$ cat src/rtl/tcpq_pkg.sv
package tcpq_pkg;

	localparam int CAPACITY_DEF = 16;
	localparam int ID_BITS_DEF  = 16;

	localparam int FUNC_W = 3;

	localparam logic [FUNC_W-1:0] FUNC_INSERT   = 3'd0;
	localparam logic [FUNC_W-1:0] FUNC_SERVE    = 3'd1;
	localparam logic [FUNC_W-1:0] FUNC_WITHDRAW = 3'd2;
	localparam logic [FUNC_W-1:0] FUNC_QUERY    = 3'd3;
	localparam logic [FUNC_W-1:0] FUNC_SIZE     = 3'd4;

	// broadcast to every cell of the chain
	typedef struct packed {
		logic insert;    // place the key at the class boundary, shift tail right
		logic remove;    // drop the hit entry, shift tail left
		logic serve;     // removal starts at the head
		logic ins_pref;  // class of the key being inserted
	} tcpq_ctl_t;

endpackage

$ cat src/rtl/tcpq_cell.sv
module tcpq_cell
	import tcpq_pkg::*;
#(
	parameter int ID_BITS = ID_BITS_DEF
) (
	input  logic               clk,
	input  logic               arst_n,
	input  tcpq_ctl_t          ctl,
	input  logic [ID_BITS-1:0] key,
	input  logic [ID_BITS-1:0] left_id,
	input  logic               left_pref,
	input  logic               left_valid,
	input  logic               left_bound,
	input  logic [ID_BITS-1:0] right_id,
	input  logic               right_pref,
	input  logic               right_valid,
	input  logic               hit_in,
	output logic [ID_BITS-1:0] cell_id,
	output logic               cell_pref,
	output logic               cell_valid,
	output logic               bound,
	output logic               hit_out,
	output logic               match
);

	logic [ID_BITS-1:0] id_q;
	logic               pref_q;
	logic               valid_q;
	logic [ID_BITS-1:0] id_d;
	logic               pref_d;
	logic               valid_d;

	assign match   = valid_q && (id_q == key);
	// first cell where bound is set is the insert position
	assign bound   = !valid_q || (ctl.ins_pref && !pref_q);
	assign hit_out = hit_in || match;

	always_comb begin
		id_d    = id_q;
		pref_d  = pref_q;
		valid_d = valid_q;
		if (ctl.insert) begin
			if (bound && !left_bound) begin
				id_d    = key;
				pref_d  = ctl.ins_pref;
				valid_d = 1'b1;
			end else if (bound) begin
				id_d    = left_id;
				pref_d  = left_pref;
				valid_d = left_valid;
			end
		end else if (ctl.remove && hit_out) begin
			id_d    = right_id;
			pref_d  = right_pref;
			valid_d = right_valid;
		end
	end

	always_ff @(posedge clk or negedge arst_n) begin
		if (!arst_n) begin
			valid_q <= 1'b0;
		end else begin
			valid_q <= valid_d;
		end
	end

	always_ff @(posedge clk) begin
		id_q   <= id_d;
		pref_q <= pref_d;
	end

	assign cell_id    = id_q;
	assign cell_pref  = pref_q;
	assign cell_valid = valid_q;

endmodule

$ cat src/rtl/two_class_priority_queue.sv
// channel  | handshake            | payload
// ---------+----------------------+---------------------------------
// input    | in_valid / in_stall  | func, id, preferred
// output   | out_valid / out_stall| ok, id_out, class_out, count
//
// one operation per cycle while in_stall is low: every cell compares its id
// with the key at once and the chain shifts right (insert) or left (serve,
// withdraw) in the same cycle. the longest path is the hit ripple along the
// CAPACITY cells. each result appears in an output register in the cycle
// after its transfer; in_stall is high only while that register holds a
// result that is stalled. reset empties the queue and drops any pending result.
module two_class_priority_queue
	import tcpq_pkg::*;
#(
	parameter int CAPACITY = CAPACITY_DEF,
	parameter int ID_BITS  = ID_BITS_DEF,
	localparam int COUNT_W = $clog2(CAPACITY + 1)
) (
	input  logic               clk,
	input  logic               arst_n,
	input  logic               in_valid,
	output logic               in_stall,
	input  logic [FUNC_W-1:0]  func,
	input  logic [ID_BITS-1:0] id,
	input  logic               preferred,
	output logic               out_valid,
	input  logic               out_stall,
	output logic               ok,
	output logic [ID_BITS-1:0] id_out,
	output logic               class_out,
	output logic [COUNT_W-1:0] count
);

	logic               accept;
	tcpq_ctl_t          ctl;
	logic [ID_BITS-1:0] c_id    [CAPACITY];
	logic               c_pref  [CAPACITY];
	logic               c_valid [CAPACITY];
	logic               c_bound [CAPACITY];
	logic               c_match [CAPACITY];
	logic               hit     [CAPACITY+1];
	logic [CAPACITY-1:0] match_vec;
	logic [CAPACITY-1:0] class_vec;
	logic               found;
	logic               found_pref;
	logic               full;
	logic               empty;
	logic               is_insert, is_serve, is_withdraw, is_query, is_size;
	logic               res_ok;
	logic [COUNT_W-1:0] count_q;
	logic [COUNT_W-1:0] count_d;
	logic               out_valid_q;
	logic               ok_q;
	logic [ID_BITS-1:0] id_out_q;
	logic               class_out_q;
	logic [COUNT_W-1:0] count_out_q;

	assign in_stall = out_valid_q && out_stall;
	assign accept   = in_valid && !in_stall;

	assign is_insert   = (func == FUNC_INSERT);
	assign is_serve    = (func == FUNC_SERVE);
	assign is_withdraw = (func == FUNC_WITHDRAW);
	assign is_query    = (func == FUNC_QUERY);
	assign is_size     = (func == FUNC_SIZE);

	assign full  = c_valid[CAPACITY-1];
	assign empty = !c_valid[0];

	always_comb begin
		for (int i = 0; i < CAPACITY; i++) begin
			match_vec[i] = c_match[i];
			class_vec[i] = c_match[i] && c_pref[i];
		end
	end

	assign found      = |match_vec;
	assign found_pref = |class_vec;

	always_comb begin
		ctl.insert   = accept && is_insert && !full && !found;
		ctl.remove   = accept && ((is_serve && !empty) || (is_withdraw && found));
		ctl.serve    = is_serve;
		ctl.ins_pref = preferred;
	end

	assign hit[0] = ctl.serve;

	for (genvar i = 0; i < CAPACITY; i++) begin : g_cell
		logic [ID_BITS-1:0] l_id, r_id;
		logic               l_pref, l_valid, l_bound, r_pref, r_valid;

		if (i == 0) begin : g_head
			assign l_id    = id;
			assign l_pref  = 1'b0;
			assign l_valid = 1'b0;
			assign l_bound = 1'b0;
		end else begin : g_mid
			assign l_id    = c_id[i-1];
			assign l_pref  = c_pref[i-1];
			assign l_valid = c_valid[i-1];
			assign l_bound = c_bound[i-1];
		end

		if (i == CAPACITY - 1) begin : g_tail
			assign r_id    = '0;
			assign r_pref  = 1'b0;
			assign r_valid = 1'b0;
		end else begin : g_body
			assign r_id    = c_id[i+1];
			assign r_pref  = c_pref[i+1];
			assign r_valid = c_valid[i+1];
		end

		tcpq_cell #(
			.ID_BITS(ID_BITS)
		) u_cell (
			.clk        (clk),
			.arst_n     (arst_n),
			.ctl        (ctl),
			.key        (id),
			.left_id    (l_id),
			.left_pref  (l_pref),
			.left_valid (l_valid),
			.left_bound (l_bound),
			.right_id   (r_id),
			.right_pref (r_pref),
			.right_valid(r_valid),
			.hit_in     (hit[i]),
			.cell_id    (c_id[i]),
			.cell_pref  (c_pref[i]),
			.cell_valid (c_valid[i]),
			.bound      (c_bound[i]),
			.hit_out    (hit[i+1]),
			.match      (c_match[i])
		);
	end

	always_comb begin
		count_d = count_q;
		if (ctl.insert) begin
			count_d = count_q + COUNT_W'(1);
		end else if (ctl.remove) begin
			count_d = count_q - COUNT_W'(1);
		end
	end

	assign res_ok = ctl.insert || ctl.remove || (is_query && found) || is_size;

	always_ff @(posedge clk or negedge arst_n) begin
		if (!arst_n) begin
			count_q     <= '0;
			out_valid_q <= 1'b0;
		end else begin
			if (accept) begin
				count_q     <= count_d;
				out_valid_q <= 1'b1;
			end else if (!out_stall) begin
				out_valid_q <= 1'b0;
			end
		end
	end

	always_ff @(posedge clk) begin
		if (accept) begin
			ok_q        <= res_ok;
			id_out_q    <= (is_serve && !empty) ? c_id[0] : '0;
			class_out_q <= is_query && found_pref;
			count_out_q <= count_d;
		end
	end

	assign out_valid = out_valid_q;
	assign ok        = ok_q;
	assign id_out    = id_out_q;
	assign class_out = class_out_q;
	assign count     = count_out_q;

endmodule
$ cat config.mk
export PLATFORM = sky130hd
export DESIGN_NAME = two_class_priority_queue
export DESIGN_NICKNAME = d
export VERILOG_FILES = /design/src/rtl/tcpq_pkg.sv /design/src/rtl/tcpq_cell.sv /design/src/rtl/two_class_priority_queue.sv
export SDC_FILE = /design/constraint.sdc
export NUM_CORES = 1
export LEC_CHECK = 0
export ABC_AREA = 0
export BUFFER_PORTS_ARGS = -buffer_cell sky130_fd_sc_hd__buf_2
export CORE_ASPECT_RATIO = 1.1
export CORE_UTILIZATION = 55
export CTS_CLUSTER_SIZE = 40
export DETAILED_ROUTE_END_ITERATION = 10
export PLACE_DENSITY = 0.69
export SLEW_MARGIN = 10
export SYNTH_ARGS = -nofsm -noshare
export SYNTH_HDL_FRONTEND = slang
export SYNTH_HIERARCHICAL = 1
export SYNTH_SLANG_ARGS = --single-unit
$ cat constraint.sdc
create_clock -name clk -period 5.95 [get_ports clk]
set_clock_uncertainty 0.15 [all_clocks]
set_input_delay 0.2975 -clock clk [delete_from_list [all_inputs] [get_ports clk]]
set_output_delay 0.2975 -clock clk [all_outputs]
set_load 0.01 [all_outputs]
Word level (Yosys, flattened, before mapping)
Cells that the tools add are included.
Widths: inputs -> output; s select.
- register bits: 317
- bits of input ports: 24
- output and inout bits: 25
- word-level logic and storage cells: 494
- $add $sub $neg: 2
- equality and inequality tests: 37
- muxes and demuxes: 192
- reductions and logical operators: 209
- operator list (kind ; count):
    $mux 16 ; 63
    $eq 16x16->1 ; 16
    $mux 1 ; 127
    $logic_and 1x1->1 ; 89
    $logic_not 1->1 ; 49
    $ne 3x1->1 const B ; 15
    $logic_or 1x1->1 ; 36
    $reduce_and 2->1 ; 16
    $reduce_bool 2->1 ; 16
    $reduce_or 16->1 ; 2
    $mux 5 ; 2
    $eq 3x2->1 const B ; 2
    $add 5x1->5 const B ; 1
    $sub 5x1->5 const B ; 1
    $ne 2x1->1 const B ; 2
    $eq 3x1->1 const B ; 1
    $eq 3x3->1 const B ; 1
    $logic_not 3->1 ; 1

Logic depth before layout (Yosys ltp)
- word-level depth: 21
- mapped depth: 21
- depth with buffers taken out: 21

Hierarchy
The synthesis kept the hierarchy.
- by module, submodules not included (module ; times used ; cells an instance ; area an instance (um^2) ; sequential area each (um^2)):
    tcpq_cell ; 16 ; 116 ; 1221.2 ; 535.5
    two_class_priority_queue ; 1 ; 104 ; 1395.1 ; 840.8

Worst setup path before layout
Ideal clock, no wire load.
- kind: register to register
- start: register g_cell[0].u_cell.id_q[12]
- end: register g_cell[15].u_cell.id_q[0], enable pin
- setup time: 0.418 ns
- arrival time: 4.397 ns
- required time: 5.382 ns
- path slack: 0.985 ns
- stages on the path, launching flop included: 22
- buffers on the path: 0
- clock period less this slack: 4.965 ns
- path through: edfxtp_1 > xor2_1 > nor4_2 > nand3_1 > o21bai_1 > o21bai_1 > o21bai_1 > o21bai_1 > o21bai_1 > o21bai_1 > o21bai_1 > o21bai_1 > o21bai_1 > o21bai_1 > o21bai_1 > o21bai_1 > o21bai_1 > o21bai_1 > o21bai_1 > and3b_1 > a21oi_1 > o31ai_1
- RTL lines (item ; line ; RTL):
    start, declared ; tcpq_cell.sv:26 ; logic [ID_BITS-1:0] id_q;
    start signal, assigned ; tcpq_cell.sv:68 ; id_q <= id_d;
    end signal, assigned ; tcpq_cell.sv:68 ;
    end, declared ; tcpq_cell.sv:26 ;

==> metrics.txt <==
final setup TNS 0 ns; GRT Resource Usage Total 29.26%; clock buffer count from CTS 39; number of iterations in the first detailed-routing pass 5; clock transition time at the flip-flop clock pins of the worst setup and hold paths 0.06 ns; buffers from clock root to sink, at most 3; PwrDens 273.1 nW/µm²; mapped cell area 20930 µm²; Clock Sink Count 317; violation count after the first detailed-routing iteration 1170; synthesized area divided by synthesized cell count 10.68 µm²; Worst slew margin 28.99%; number of buffers inserted by port buffering 48; achievable clock frequency 177.5 MHz; Worst Setup Slack, final 0.3156 ns; Root Buffer Master clkbuf_16; count of synthesis-stage warnings from yosys 6; TritonCTS clock tree done; number of cells produced by synthesis 1959; fillcell total 3072; final critical delay including setup and external delays 5.634 ns; reg-to-reg startpoint g_cell[1].u_cell/cell_id[10]$_DFFE_PP_; capturing point of the worst reg2reg path g_cell[15].u_cell/cell_id[9]$_DFFE_PP_; routed vias 15526; fin. max-slew vios 0; initial antenna violation count 1; setup violators final 0; I/O pin count 49; Rows 74; worst-margin pin slew 1.059 ns; core region area 37310 µm²; drt wl/cell 22.03 µm; wire length of the first global-routing pass 87660 µm; sum of net half-perimeters after detailed placement 40860 µm; DIE AREA 38830 µm²; reg2reg path depth 21; aggregate global routing overflow 0; pre-CTS WS 0.05995 ns; starting density of the core 56.08%; maximum net fanout on the critical path 10; weighted congestion at the end of routability-driven global placement 0.9110; max-cap check violation count 0; Worst IR Drop VDD 180.3 µV; kind of critical path register to register; ratio of cells with drive above 1 in the final layout 13.26%; number of setup buffers added after CTS 0; clock latency of the later-clocked register in the worst-skew pair 0.56 ns; CP endpoint kind register; Reg2Reg Setup Slack 0.32 ns; setup repair after global routing missed its margin false; worst hold path endpoint g_cell[1].u_cell/cell_id[14]$_DFFE_PP_; vias in the first global route 15198; Arr. time, crit path 5.75 ns; Hold Startpoint id[14]; total wire length after detailed routing 56410 µm; number of hold violations in the final report 0; largest net degree at the start of global routing 132; startpoint type of the worst setup path register; synthesis-to-finish area growth 10.73%; result of the run finished clean; chip height 206.6 µm; Final ANT Viol Nets 0; final routed DRC violation total 0; worst min path class primary input to register; width of the die 188.0 µm; part of the cycle the worst path needs 94.70%; leakage power total 8.300 nW; CP Data Required Time 6.07 ns; net total in the final layout 2063; worst hold path depth 3; DR vias/cell 6.062; maximum level of the CTS H-tree 2
report_power, final:
group / switching, W / internal [W] / total [W]
combinational: 0.000755 / 0.000531 / 0.00129
clock: 0.000946 / 0.00142 / 0.00237
sequential: 0.000153 / 0.00252 / 0.00267
total: 0.00185 / 0.00448 / 0.00633
repair_timing:
item,CTS,global route
hold endpoints to repair,25,0
hold buffers,7,0
resized for setup,0,6
setup endpoints to repair,0,17
worst max-delay path by stage:
stage	startpoint	endpoint	slack, ns	cells past startpoint
6_report	g_cell[1].u_cell/cell_id[10]$_DFFE_PP_	g_cell[15].u_cell/cell_id[9]$_DFFE_PP_	0.32	21
5_1_grt	g_cell[0].u_cell/cell_id[7]$_DFFE_PP_	g_cell[15].u_cell/cell_id[9]$_DFFE_PP_	0.01	23
4_1_cts	g_cell[0].u_cell/cell_id[15]$_DFFE_PP_	g_cell[15].u_cell/cell_id[14]$_DFFE_PP_	0.13	23
3_5_place_dp	id[15]	g_cell[15].u_cell/cell_id[14]$_DFFE_PP_	0.06	24
3_3_place_gp	id[5]	g_cell[15].u_cell/cell_id[1]$_DFFE_PP_	0.20	24
2_1_floorplan	g_cell[0].u_cell/cell_id[12]$_DFFE_PP_	g_cell[15].u_cell/cell_id[0]$_DFFE_PP_	1.00	21
placed cells by master, fill, tap and decap left out, types with 8 or more instances in the layout:
master,instances
a211oi_1,48
a21oi_1,288
a21oi_4,16
and3_1,16
and3b_1,16
buf_2,48
buf_4,54
clkbuf_1,8
clkbuf_16,41
clkinv_1,8
conb_1,22
dfrtp_1,22
edfxtp_1,295
mux2i_1,272
nand2_1,49
nand2b_1,16
nand2b_4,16
nand3_1,36
nand4_1,34
nor2_1,291
nor2b_1,16
nor3_1,37
nor4_2,49
o21a_1,16
o21bai_1,11
o31ai_2,15
xnor2_1,24
xor2_1,240
through the flow:
step | hold WS [ns] | power, W | cells | util (%) | instance area (µm²)
floorplan | -0.1481 | 0.003738 | 1980 | - | 21010
global placement | 0.2208 | 0.003966 | 2483 | 58.46 | 21810
detailed placement | 0.2258 | 0.003988 | 2483 | 58.46 | 21810
CTS | 0.04599 | 0.006360 | 2560 | 62.02 | 23140
global route | 0.06665 | 0.006554 | 2561 | 62.10 | 23170
finish | 0.06145 | 0.006329 | 2561 | 62.10 | 23170
worst max-delay path, stage by stage (launching register included):
cell and delay [ns]:
edfxtp_1 0.43, xor2_1 0.18, nor4_2 0.56, nand3_1 0.24, o21bai_1 0.30, o21bai_1 0.23, o21bai_2 0.22, o21bai_2 0.19
o21bai_1 0.22, o21bai_1 0.20, o21bai_1 0.21, o21bai_1 0.22, o21bai_1 0.23, o21bai_1 0.22, o21bai_1 0.21, o21bai_1 0.23
o21bai_2 0.22, o21bai_1 0.21, and3b_1 0.21, a21oi_1 0.06, o31ai_4 0.19, buf_6 0.22
sequential cells by signal (all words and copies together), names as in the netlist:
name	count
class_out	1
count	5
count_q	5
g_cell.u_cell/cell_id	256
g_cell.u_cell/cell_pref	16
g_cell.u_cell/cell_valid	16
id_out	16
ok	1
out_valid	1
final cells by class:
| type | count | area, µm² | share of cell area [%] |
|---|---|---|---|
| clock buffer | 52 | 1097 | 4.736 |
| sequential | 317 | 9409 | 40.61 |
| multi-input combinational | 1561 | 11040 | 47.63 |
| timing repair buffer | 115 | 827.0 | 3.569 |
| inverter | 3 | 18.77 | 0.08100 |
| antenna | 1 | 2.502 | 0.01080 |
| clock inverter | 18 | 161.4 | 0.6966 |
| tap | 494 | 618.1 | 2.668 |
metal layers:
metal  wire [µm]  vias to the layer above  track usage, %  share of wire [%]
met5           0                        -               0                  0
met4        2686                        0           14.29                4.8
met3        2745                      117           4.142                4.9
met2       27210                      446           49.18                 48
met1       23770                     7582           37.28                 42
li1            -                     7381               -                  -
(Power assumes the default switching activity.)
